## src/rtl/lpg_pkg.sv

```systemverilog
`default_nettype none

package lpg_pkg;

   // Coordinate width used unless the top level is given another one
   localparam int COORD_BITS_DEFAULT = 10;

   // Colour register
   localparam int                   COLOR_BITS       = 16;
   localparam logic [COLOR_BITS-1:0] DRAW_COLOR_RESET = 16'hFFF0;

   // Command codes
   localparam logic CMD_START = 1'b0;
   localparam logic CMD_STEP  = 1'b1;

   // Entries in the queue between front and back
   localparam int QUEUE_DEPTH = 2;

   // Width of one queued command: cmd, four coordinates, two spans,
   // two direction bits and the error term
   function automatic int entry_bits(input int coord_bits);
      entry_bits = 7 * coord_bits + 7;
   endfunction

endpackage

`default_nettype wire

```

## src/rtl/lpg_req_if.sv

```systemverilog
`default_nettype none

interface lpg_req_if
   import lpg_pkg::*;
#(
   parameter int COORD_BITS = COORD_BITS_DEFAULT
);
   logic                  valid;
   logic                  ready;
   logic                  cmd;
   logic [COORD_BITS-1:0] start_x;
   logic [COORD_BITS-1:0] start_y;
   logic [COORD_BITS-1:0] stop_x;
   logic [COORD_BITS-1:0] stop_y;

   modport source (
      output valid, cmd, start_x, start_y, stop_x, stop_y,
      input  ready
   );

   modport sink (
      input  valid, cmd, start_x, start_y, stop_x, stop_y,
      output ready
   );
endinterface

`default_nettype wire

```

## src/rtl/lpg_rsp_if.sv

```systemverilog
`default_nettype none

interface lpg_rsp_if
   import lpg_pkg::*;
#(
   parameter int COORD_BITS = COORD_BITS_DEFAULT
);
   logic                  valid;
   logic                  ready;
   logic [COORD_BITS-1:0] pixel_x;
   logic [COORD_BITS-1:0] pixel_y;
   logic [COLOR_BITS-1:0] pixel_color;
   logic                  last_pixel;

   modport source (
      output valid, pixel_x, pixel_y, pixel_color, last_pixel,
      input  ready
   );

   modport sink (
      input  valid, pixel_x, pixel_y, pixel_color, last_pixel,
      output ready
   );
endinterface

`default_nettype wire

```

## src/rtl/lpg_front.sv

```systemverilog
`default_nettype none

module lpg_front
   import lpg_pkg::*;
#(
   parameter  int COORD_BITS = COORD_BITS_DEFAULT,
   localparam int ENTRY_BITS = entry_bits(COORD_BITS)
) (
   lpg_req_if.sink               req_bus,
   output logic                  push_valid,
   input  wire                   push_ready,
   output logic [ENTRY_BITS-1:0] push_data
);

   typedef struct packed {
      logic                  cmd;
      logic [COORD_BITS-1:0] cur_x;
      logic [COORD_BITS-1:0] cur_y;
      logic [COORD_BITS-1:0] end_x;
      logic [COORD_BITS-1:0] end_y;
      logic [COORD_BITS:0]   span_x;
      logic [COORD_BITS:0]   neg_span_y;
      logic                  x_goes_down;
      logic                  y_goes_down;
      logic [COORD_BITS+1:0] err_acc;
   } entry_type;

   entry_type             entry;
   logic [COORD_BITS-1:0] abs_dx;
   logic [COORD_BITS-1:0] abs_dy;

   // Absolute spans and step directions of the new line
   always_comb begin
      if (req_bus.stop_x >= req_bus.start_x) begin
         abs_dx = req_bus.stop_x - req_bus.start_x;
      end else begin
         abs_dx = req_bus.start_x - req_bus.stop_x;
      end
      if (req_bus.stop_y >= req_bus.start_y) begin
         abs_dy = req_bus.stop_y - req_bus.start_y;
      end else begin
         abs_dy = req_bus.start_y - req_bus.stop_y;
      end
   end

   // Build the queue entry; line set-up fields only matter for a start
   always_comb begin
      entry.cmd         = req_bus.cmd;
      entry.cur_x       = req_bus.start_x;
      entry.cur_y       = req_bus.start_y;
      entry.end_x       = req_bus.stop_x;
      entry.end_y       = req_bus.stop_y;
      entry.span_x      = {1'b0, abs_dx};
      entry.neg_span_y  = (COORD_BITS+1)'(0) - {1'b0, abs_dy};
      entry.x_goes_down = !(req_bus.start_x < req_bus.stop_x);
      entry.y_goes_down = !(req_bus.start_y < req_bus.stop_y);
      entry.err_acc     = {2'b00, abs_dx} - {2'b00, abs_dy};
   end

   assign push_valid    = req_bus.valid;
   assign push_data     = entry;
   assign req_bus.ready = push_ready;

endmodule

`default_nettype wire

```

## src/rtl/lpg_queue.sv

```systemverilog
`default_nettype none

module lpg_queue
   import lpg_pkg::*;
#(
   parameter int WIDTH = entry_bits(COORD_BITS_DEFAULT),
   parameter int DEPTH = QUEUE_DEPTH
) (
   input  wire              clock,
   input  wire              reset,
   input  wire              push_valid,
   output logic             push_ready,
   input  wire [WIDTH-1:0]  push_data,
   output logic             pop_valid,
   input  wire              pop_ready,
   output logic [WIDTH-1:0] pop_data
);

   localparam int PTR_BITS   = (DEPTH > 1) ? $clog2(DEPTH) : 1;
   localparam int COUNT_BITS = $clog2(DEPTH + 1);

   logic [WIDTH-1:0]      slot_ff [DEPTH];
   logic [PTR_BITS-1:0]   wr_ptr_ff, wr_ptr_in;
   logic [PTR_BITS-1:0]   rd_ptr_ff, rd_ptr_in;
   logic [COUNT_BITS-1:0] count_ff, count_in;
   logic                  push;
   logic                  pop;

   assign push_ready = (count_ff != COUNT_BITS'(DEPTH));
   assign pop_valid  = (count_ff != '0);
   assign pop_data   = slot_ff[rd_ptr_ff];
   assign push       = push_valid && push_ready;
   assign pop        = pop_valid && pop_ready;

   // Pointer and fill bookkeeping
   always_comb begin
      wr_ptr_in = wr_ptr_ff;
      rd_ptr_in = rd_ptr_ff;
      count_in  = count_ff;
      if (push) begin
         wr_ptr_in = (wr_ptr_ff == PTR_BITS'(DEPTH - 1)) ? '0 : wr_ptr_ff + 1'b1;
      end
      if (pop) begin
         rd_ptr_in = (rd_ptr_ff == PTR_BITS'(DEPTH - 1)) ? '0 : rd_ptr_ff + 1'b1;
      end
      if (push && !pop) begin
         count_in = count_ff + 1'b1;
      end else if (pop && !push) begin
         count_in = count_ff - 1'b1;
      end
   end

   always_ff @(posedge clock) begin
      if (reset) begin
         wr_ptr_ff <= '0;
         rd_ptr_ff <= '0;
         count_ff  <= '0;
      end else begin
         wr_ptr_ff <= wr_ptr_in;
         rd_ptr_ff <= rd_ptr_in;
         count_ff  <= count_in;
      end
   end

   // Storage
   always_ff @(posedge clock) begin
      if (push) begin
         slot_ff[wr_ptr_ff] <= push_data;
      end
   end

endmodule

`default_nettype wire

```

## src/rtl/lpg_back.sv

```systemverilog
`default_nettype none

module lpg_back
   import lpg_pkg::*;
#(
   parameter  int COORD_BITS = COORD_BITS_DEFAULT,
   localparam int ENTRY_BITS = entry_bits(COORD_BITS)
) (
   input  wire                   clock,
   input  wire                   reset,
   input  wire                   pop_valid,
   output logic                  pop_ready,
   input  wire  [ENTRY_BITS-1:0] pop_data,
   input  wire                   csr_write_en,
   input  wire  [COLOR_BITS-1:0] csr_write_data,
   lpg_rsp_if.source             rsp_bus
);

   localparam int ERR_BITS = COORD_BITS + 2;

   typedef struct packed {
      logic                  cmd;
      logic [COORD_BITS-1:0] cur_x;
      logic [COORD_BITS-1:0] cur_y;
      logic [COORD_BITS-1:0] end_x;
      logic [COORD_BITS-1:0] end_y;
      logic [COORD_BITS:0]   span_x;
      logic [COORD_BITS:0]   neg_span_y;
      logic                  x_goes_down;
      logic                  y_goes_down;
      logic [ERR_BITS-1:0]   err_acc;
   } entry_type;

   entry_type entry;

   // Line state
   logic [COORD_BITS-1:0] cur_x_ff, cur_x_in;
   logic [COORD_BITS-1:0] cur_y_ff, cur_y_in;
   logic [COORD_BITS-1:0] end_x_ff, end_x_in;
   logic [COORD_BITS-1:0] end_y_ff, end_y_in;
   logic [COORD_BITS:0]   span_x_ff, span_x_in;
   logic [COORD_BITS:0]   neg_span_y_ff, neg_span_y_in;
   logic                  x_down_ff, x_down_in;
   logic                  y_down_ff, y_down_in;
   logic [ERR_BITS-1:0]   err_ff, err_in;
   logic                  active_ff, active_in;
   logic [COLOR_BITS-1:0] color_ff;

   // Output register
   logic                  rsp_valid_ff, rsp_valid_in;
   logic [COORD_BITS-1:0] pixel_x_ff;
   logic [COORD_BITS-1:0] pixel_y_ff;
   logic [COLOR_BITS-1:0] pixel_color_ff;
   logic                  last_ff;

   logic                     fire;
   logic                     emit;
   logic                     at_end;
   logic signed [ERR_BITS:0] twice;
   logic signed [ERR_BITS:0] span_ext;
   logic signed [ERR_BITS:0] neg_ext;
   logic signed [ERR_BITS:0] err_sum;
   logic                     move_x;
   logic                     move_y;

   assign entry     = pop_data;
   assign pop_ready = !rsp_valid_ff || rsp_bus.ready;
   assign fire      = pop_valid && pop_ready;
   assign emit      = fire && (entry.cmd == CMD_STEP) && active_ff;
   assign at_end    = (cur_x_ff == end_x_ff) && (cur_y_ff == end_y_ff);

   // Bresenham decision: twice the error against both spans
   always_comb begin
      twice    = $signed({err_ff, 1'b0});
      span_ext = $signed({{2{span_x_ff[COORD_BITS]}}, span_x_ff});
      neg_ext  = $signed({{2{neg_span_y_ff[COORD_BITS]}}, neg_span_y_ff});
      move_x   = twice > neg_ext;
      move_y   = twice < span_ext;
      err_sum  = $signed({err_ff[ERR_BITS-1], err_ff});
      if (move_x) begin
         err_sum = err_sum + neg_ext;
      end
      if (move_y) begin
         err_sum = err_sum + span_ext;
      end
   end

   // Next line state
   always_comb begin
      cur_x_in      = cur_x_ff;
      cur_y_in      = cur_y_ff;
      end_x_in      = end_x_ff;
      end_y_in      = end_y_ff;
      span_x_in     = span_x_ff;
      neg_span_y_in = neg_span_y_ff;
      x_down_in     = x_down_ff;
      y_down_in     = y_down_ff;
      err_in        = err_ff;
      active_in     = active_ff;
      if (fire) begin
         unique case (entry.cmd)
            CMD_START: begin
               cur_x_in      = entry.cur_x;
               cur_y_in      = entry.cur_y;
               end_x_in      = entry.end_x;
               end_y_in      = entry.end_y;
               span_x_in     = entry.span_x;
               neg_span_y_in = entry.neg_span_y;
               x_down_in     = entry.x_goes_down;
               y_down_in     = entry.y_goes_down;
               err_in        = entry.err_acc;
               active_in     = 1'b1;
            end
            CMD_STEP: begin
               if (active_ff) begin
                  if (at_end) begin
                     active_in = 1'b0;
                  end else begin
                     if (move_x) begin
                        cur_x_in = x_down_ff ? cur_x_ff - 1'b1 : cur_x_ff + 1'b1;
                     end
                     if (move_y) begin
                        cur_y_in = y_down_ff ? cur_y_ff - 1'b1 : cur_y_ff + 1'b1;
                     end
                     err_in = err_sum[ERR_BITS-1:0];
                  end
               end
            end
            default: begin
               active_in = active_ff;
            end
         endcase
      end
   end

   assign rsp_valid_in = emit || (rsp_valid_ff && !rsp_bus.ready);

   always_ff @(posedge clock) begin
      if (reset) begin
         cur_x_ff      <= '0;
         cur_y_ff      <= '0;
         end_x_ff      <= '0;
         end_y_ff      <= '0;
         span_x_ff     <= '0;
         neg_span_y_ff <= '0;
         x_down_ff     <= 1'b0;
         y_down_ff     <= 1'b0;
         err_ff        <= '0;
         active_ff     <= 1'b0;
         rsp_valid_ff  <= 1'b0;
         color_ff      <= DRAW_COLOR_RESET;
      end else begin
         cur_x_ff      <= cur_x_in;
         cur_y_ff      <= cur_y_in;
         end_x_ff      <= end_x_in;
         end_y_ff      <= end_y_in;
         span_x_ff     <= span_x_in;
         neg_span_y_ff <= neg_span_y_in;
         x_down_ff     <= x_down_in;
         y_down_ff     <= y_down_in;
         err_ff        <= err_in;
         active_ff     <= active_in;
         rsp_valid_ff  <= rsp_valid_in;
         if (csr_write_en) begin
            color_ff <= csr_write_data;
         end
      end
   end

   // Pixel payload, loaded only when a pixel goes out
   always_ff @(posedge clock) begin
      if (emit) begin
         pixel_x_ff     <= cur_x_ff;
         pixel_y_ff     <= cur_y_ff;
         pixel_color_ff <= color_ff;
         last_ff        <= at_end;
      end
   end

   assign rsp_bus.valid       = rsp_valid_ff;
   assign rsp_bus.pixel_x     = pixel_x_ff;
   assign rsp_bus.pixel_y     = pixel_y_ff;
   assign rsp_bus.pixel_color = pixel_color_ff;
   assign rsp_bus.last_pixel  = last_ff;

endmodule

`default_nettype wire

```

## src/rtl/line_pixel_generator.sv

```systemverilog
`default_nettype none

// Line pixel generator: Bresenham rasteriser for lines in every octant.
//
// req_bus (valid/ready): cmd = start loads the two endpoints and gives no
// pixel; cmd = step gives the next pixel of the current line. A step with
// no line in progress is dropped. A start during a line replaces it.
// rsp_bus (valid/ready): one pixel per accepted step, with pixel_x,
// pixel_y, the drawing colour and last_pixel set on the end point.
// csr_write_en/csr_write_data: drawing colour, to be written while idle.
//
// Throughput is one transaction per clock on each side while rsp_bus.ready
// is high. An accepted step is written into the two-entry command queue,
// and the stepper loads the output register as it leaves the queue. The
// stepper holds a transaction while the output register is full and
// rsp_bus.ready is low; the queue then fills and req_bus.ready drops.
// Reset clears the queue, the output register and the line state, and sets
// the colour to 0xFFF0.
module line_pixel_generator
   import lpg_pkg::*;
#(
   parameter int COORD_BITS = COORD_BITS_DEFAULT
) (
   input  wire                   clock,
   input  wire                   reset,
   lpg_req_if.sink               req_bus,
   lpg_rsp_if.source             rsp_bus,
   input  wire                   csr_write_en,
   input  wire  [COLOR_BITS-1:0] csr_write_data
);

   localparam int ENTRY_BITS = entry_bits(COORD_BITS);

   logic                  push_valid;
   logic                  push_ready;
   logic [ENTRY_BITS-1:0] push_data;
   logic                  pop_valid;
   logic                  pop_ready;
   logic [ENTRY_BITS-1:0] pop_data;

   // Command decode and line set-up
   lpg_front #(
      .COORD_BITS (COORD_BITS)
   ) u_front (
      .req_bus    (req_bus),
      .push_valid (push_valid),
      .push_ready (push_ready),
      .push_data  (push_data)
   );

   // Command queue
   lpg_queue #(
      .WIDTH (ENTRY_BITS),
      .DEPTH (QUEUE_DEPTH)
   ) u_queue (
      .clock      (clock),
      .reset      (reset),
      .push_valid (push_valid),
      .push_ready (push_ready),
      .push_data  (push_data),
      .pop_valid  (pop_valid),
      .pop_ready  (pop_ready),
      .pop_data   (pop_data)
   );

   // Line stepper and output register
   lpg_back #(
      .COORD_BITS (COORD_BITS)
   ) u_back (
      .clock          (clock),
      .reset          (reset),
      .pop_valid      (pop_valid),
      .pop_ready      (pop_ready),
      .pop_data       (pop_data),
      .csr_write_en   (csr_write_en),
      .csr_write_data (csr_write_data),
      .rsp_bus        (rsp_bus)
   );

endmodule

`default_nettype wire

```

## src/flat_wrapper.sv

```systemverilog
// flat-port wrapper written by rule: the top's interface ports become plain ports
module line_pixel_generator_flat import lpg_pkg::*;
#(
   parameter int COORD_BITS = COORD_BITS_DEFAULT
)
  (clock, reset, csr_write_en, csr_write_data, req_bus_valid, req_bus_cmd, req_bus_start_x, req_bus_start_y, req_bus_stop_x, req_bus_stop_y, req_bus_ready, rsp_bus_valid, rsp_bus_pixel_x, rsp_bus_pixel_y, rsp_bus_pixel_color, rsp_bus_last_pixel, rsp_bus_ready);
  lpg_req_if #(.COORD_BITS(COORD_BITS)) req_bus_i ();
  lpg_rsp_if #(.COORD_BITS(COORD_BITS)) rsp_bus_i ();
  input  wire clock;
  input  wire reset;
  input  wire csr_write_en;
  input  wire  [COLOR_BITS-1:0] csr_write_data;
  input wire logic [$bits(req_bus_i.valid)-1:0] req_bus_valid;
  input wire logic [$bits(req_bus_i.cmd)-1:0] req_bus_cmd;
  input wire logic [$bits(req_bus_i.start_x)-1:0] req_bus_start_x;
  input wire logic [$bits(req_bus_i.start_y)-1:0] req_bus_start_y;
  input wire logic [$bits(req_bus_i.stop_x)-1:0] req_bus_stop_x;
  input wire logic [$bits(req_bus_i.stop_y)-1:0] req_bus_stop_y;
  output wire logic [$bits(req_bus_i.ready)-1:0] req_bus_ready;
  output wire logic [$bits(rsp_bus_i.valid)-1:0] rsp_bus_valid;
  output wire logic [$bits(rsp_bus_i.pixel_x)-1:0] rsp_bus_pixel_x;
  output wire logic [$bits(rsp_bus_i.pixel_y)-1:0] rsp_bus_pixel_y;
  output wire logic [$bits(rsp_bus_i.pixel_color)-1:0] rsp_bus_pixel_color;
  output wire logic [$bits(rsp_bus_i.last_pixel)-1:0] rsp_bus_last_pixel;
  input wire logic [$bits(rsp_bus_i.ready)-1:0] rsp_bus_ready;
  assign req_bus_i.valid = req_bus_valid;
  assign req_bus_i.cmd = req_bus_cmd;
  assign req_bus_i.start_x = req_bus_start_x;
  assign req_bus_i.start_y = req_bus_start_y;
  assign req_bus_i.stop_x = req_bus_stop_x;
  assign req_bus_i.stop_y = req_bus_stop_y;
  assign req_bus_ready = req_bus_i.ready;
  assign rsp_bus_valid = rsp_bus_i.valid;
  assign rsp_bus_pixel_x = rsp_bus_i.pixel_x;
  assign rsp_bus_pixel_y = rsp_bus_i.pixel_y;
  assign rsp_bus_pixel_color = rsp_bus_i.pixel_color;
  assign rsp_bus_last_pixel = rsp_bus_i.last_pixel;
  assign rsp_bus_i.ready = rsp_bus_ready;
  line_pixel_generator #(.COORD_BITS(COORD_BITS)) u_core (.clock(clock), .reset(reset), .req_bus(req_bus_i), .rsp_bus(rsp_bus_i), .csr_write_en(csr_write_en), .csr_write_data(csr_write_data));
endmodule
```

## config.mk

```make
export PLATFORM = sky130hd
export DESIGN_NAME = line_pixel_generator_flat
export DESIGN_NICKNAME = d
export VERILOG_FILES = /design/src/rtl/lpg_pkg.sv /design/src/rtl/lpg_req_if.sv /design/src/rtl/lpg_rsp_if.sv /design/src/rtl/lpg_front.sv /design/src/rtl/lpg_queue.sv /design/src/rtl/lpg_back.sv /design/src/rtl/line_pixel_generator.sv /design/src/flat_wrapper.sv
export SDC_FILE = /design/constraint.sdc
export NUM_CORES = 1
export LEC_CHECK = 0
export BUFFER_PORTS_ARGS = -buffer_cell sky130_fd_sc_hd__buf_2
export CAP_MARGIN = 20
export CORE_MARGIN = 2
export CORE_UTILIZATION = 45
export CTS_BUF_LIST = sky130_fd_sc_hd__clkbuf_8
export DETAILED_ROUTE_END_ITERATION = 7
export SYNTH_ARGS = -nofsm -noshare
export SYNTH_HDL_FRONTEND = slang
export SYNTH_HIERARCHICAL = 1
export SYNTH_SLANG_ARGS = --single-unit
```

## constraint.sdc

```tcl
create_clock -name clock -period 5.5 [get_ports clock]
set_input_delay 0.825 -clock clock [delete_from_list [all_inputs] [get_ports clock]]
set_output_delay 0.825 -clock clock [all_outputs]
set_load 0.05 [all_outputs]
```

==> impl_metrics.csv <==
group,metric,value,unit
placed_design,port_buffers,100,
min_path,hold_class,"in2reg",
floorplanning,die-area,0.03782,mm^2
logic_synthesis,synth.area.top_cells,"edfxtp_1 35%, dfxtp_1 12%, ha_1 8.7%",
setup_path,r2r_cells,18,
setup_path,arrival,5170,ps
cts,clock-sinks,290,
timing,finalMaxSlewViolations,0,
cts,numCtsBuffers,52,
logic_synthesis,yosysWarnings,6,
floorplanning,fp-row-count,69,
cts,tritoncts,"built",
setup_path,r2r_start,"u_core/u_back/neg_span_y_ff[10]",
timing,fin_crit,4682,ps
setup_path,crit_family,"compound AO/OA/AOI/OAI gates",
drt,wire_per_inst,18.43,um
drt,drt-pass1-iter-count,5,
finish,nets,1745,
drt,dr.first_iter.drc_count,878,
cts,ctsHoldBuffers,0,
logic_synthesis,synth_top_family_by_area,"compound AO/OA/AOI/OAI gates",
logic_synthesis,synthMuxAreaShare,8.230,%
timing,finClkSkew,26.88,ps
pwr,power.density,538.7,mW/mm^2
setup_path,crit_path_start,"u_core/u_back/neg_span_y_ff[10]",
logic_synthesis,async_flop_share,0,%
timing,hold-worst-slack,409.6,ps
drt,ant_nets,0,
timing,fin_tns_setup,0,ps
logic_synthesis,syn_avg_cell_area,10.97,um^2
cts,postCtsSetupRepairBufs,0,
cts,htreeDepth,2,
cts,worstSkewPairLatency,630,ps
timing,worstMarginPinSlew,1058,ps
setup_path,crit_cells,18,
logic_synthesis,yosysSeqAreaShare,47.26,%
timing,post-route-period-util,85.12,%
global_routing,antenna_found_initial,0,
floorplanning,io_pins,101,
flow_run,cap_violations,0,
drt,drt_wl_total,38000,um
logic_synthesis,synth_common_cells,"191 x edfxtp_1, 130 x nand2_1, 113 x ha_1, 112 x a21oi_1, 105 x inv_1",
setup_path,max_stage_delay,530,ps
global_routing,overflow,0,
logic_synthesis,synth-seq-cells,290,
logic_synthesis,yosys.area_share.simple,11.12,%
logic_synthesis,synth_compound_area_share,13.06,%
logic_synthesis,synth_top_area_cell,"edfxtp_1",
finish,diodes,0,
logic_synthesis,yosysUniqueCellTypes,92,
cts,clk_path_buf_depth,3,
timing,rsz0062_at_grt,"false",
logic_synthesis,syn_area,0.01633,mm^2
setup_path,r2r_slack,820,ps
finish,area_growth,9.655,%
setup_path,setup.worst_path.end,"u_core/u_back/err_ff[10]",
floorplanning,dieHeight,194.5,um
drt,vias_per_cell,5.390,
logic_synthesis,synth_xor_area_share,4.337,%
timing,fmax,0.2136,GHz
floorplanning,start_util,45.79,%
drt,route.detailed.drc,0,
logic_synthesis,synth-adder-area-share,9.640,%
setup_path,required,5990,ps
timing,hold_viol,0,
logic_synthesis,synth-edff-count,191,
setup_path,path_class,"reg2reg",
cts,cts_resized,0,
floorplanning,core-area,0.03566,mm^2
global_routing,gr-usage-all-layers,19.99,%
setup_path,startpoint_type,"register",
floorplanning,fp.dieW,194.5,um
setup_path,crit_buf_inv,2,
timing,finalSetupViolations,0,
logic_synthesis,synth_ff_type,"edfxtp_1",
placed_design,hpwl,27520,um
timing,setup_ws,818.1,ps
setup_path,r2r_end,"u_core/u_back/err_ff[10]",
cts,cts_root_buf,"clkbuf_8",
timing,slew_headroom,29.28,%
global_routing,grt_pass1_wl,59430,um
cts,cts.clk_slew.worst_paths,50,ps
logic_synthesis,synth_most_common_cell,"edfxtp_1",
pwr,peakVddDrop,0.2976,mV
placed_design,dp_worst_setup_slack,574.7,ps
logic_synthesis,syn_nets,1672,
global_routing,grt_max_degree,61,
drt,vias,11110,
pwr,p_leak,0.007202,uW
setup_path,end_kind,"register",
placed_design,place_congestion,0.8958,
run_status,status,"completed",
setup_path,cp_max_fo,8,
setup_path,path_cells,"inv_1, ha_1, nand4_1, nor2_1, a2bb2oi_1, a31oi_2, mux2_2, ha_1, fa_1, a21o_1, a21oi_1, o21ai_0, o41ai_1, buf_4, nor3_1, a311oi_1, o21a_1, nor3_1",
setup_path,slowest_stage,"a31oi_2",
logic_synthesis,synth_top_area_share,35.13,%
global_routing,grt_pass1_vias,10660,
finish,drive_above_1_share,19.49,%
logic_synthesis,syn_inst,1489,
[placed cells by master (no fill, tap or decap), types with 9 or more instances in the layout]
cell	n
a21oi_1	112
xor2_1	33
nor2_1	95
nand3_1	19
mux2_4	31
clkbuf_8	56
a211oi_1	25
ha_1	113
o21ai_0	45
dfxtp_1	98
nor3_1	23
inv_1	124
mux2i_1	20
or3_1	12
o21a_1	15
mux2_2	58
nor3b_1	9
xnor2_1	41
a21o_1	20
buf_2	99
nor2b_1	25
o21ai_1	9
edfxtp_1	191
nand2_1	130
a211o_1	15
buf_4	15
nand4_1	12
[metal layers]
metal | GRT usage, % | up-vias | routed length, um
met5 | 0 | - | 0
met4 | 5.755 | 0 | 564
met3 | 3.384 | 45 | 2010
met2 | 30.68 | 274 | 16660
met1 | 29.03 | 5308 | 18770
li1 | - | 5487 | -
[worst reg2reg max path: cells and delay by family (launching register included)]
family	cells	cell delay (ps)
DFF	1	350
and+or+nand+nor	4	470
adders and majority gates	3	1040
buffers and inverters	2	270
muxes	1	430
AOI/OAI and AO/OA	8	1980
[report_power, final]
| group | switching (uW) | leakage, uW | internal (uW) |
|---|---|---|---|
| combinational | 2700 | 0.00404 | 1820 |
| clock | 892 | 0.000579 | 1030 |
| sequential | 313 | 0.00258 | 2880 |
| total | 3910 | 0.00720 | 5740 |
[through the flow]
| step | power [uW] | std cells | instance area (um^2) | util [%] |
|---|---|---|---|---|
| floorplan | 6708 | 1489 | 16330 | - |
| global placement | 7627 | 1968 | 16900 | 47.40 |
| detailed placement | 7724 | 1968 | 16900 | 47.40 |
| CTS | 9694 | 2061 | 17880 | 50.16 |
| global route | 10340 | 2062 | 17900 | 50.22 |
| finish | 9645 | 2062 | 17900 | 50.22 |
[state kept, by name, summed over array words and instances (netlist names), 11 cells and up, named ones only]
register and flops:
u_core/u_back/color_ff 16, u_core/u_back/err_ff 12, u_core/u_back/neg_span_y_ff 11, u_core/u_back/rsp_bus.pixel_color 16
u_core/u_back/span_x_ff 11, u_core/u_queue/slot_ff 154
[kinds of logic after synthesis]
| kind of cell | Yosys count |
|---|---|
| compound gates | 315 |
| flops | 290 |
| other cells | 1 |
| buf+inv | 202 |
| mux | 111 |
| fa+ha+maj | 121 |
| simple gates | 372 |
| xor+xnor | 77 |
[worst min path at each step]
| stage | startpoint | endpoint | slack [ps] | cells past startpoint |
|---|---|---|---|---|
| global placement | u_core/u_back/color_ff[7] | u_core/u_back/rsp_bus.pixel_color[7] | 400 | 0 |
| global route | csr_write_data[13] | u_core/u_back/color_ff[13] | 380 | 2 |
| floorplan | u_core/u_back/color_ff[10] | u_core/u_back/rsp_bus.pixel_color[10] | 400 | 0 |
| finish | csr_write_data[15] | u_core/u_back/color_ff[15] | 410 | 2 |
| CTS | csr_write_data[15] | u_core/u_back/color_ff[15] | 360 | 2 |
| detailed placement | u_core/u_back/color_ff[14] | u_core/u_back/rsp_bus.pixel_color[14] | 400 | 0 |
[layout make-up]
| cell class | count | area (um^2) |
|---|---|---|
| Timing Repair Buffer | 115 | 628.1 |
| Multi-Input combinational cell | 997 | 7595 |
| Tap cell | 461 | 576.8 |
| Inverter | 106 | 399.1 |
| Sequential cell | 290 | 7721 |
| Clock buffer | 56 | 770.7 |
| Clock inverter | 37 | 214.0 |
| Fill cell | 3197 | 17750 |
Power figures use the tool's default switching activity.
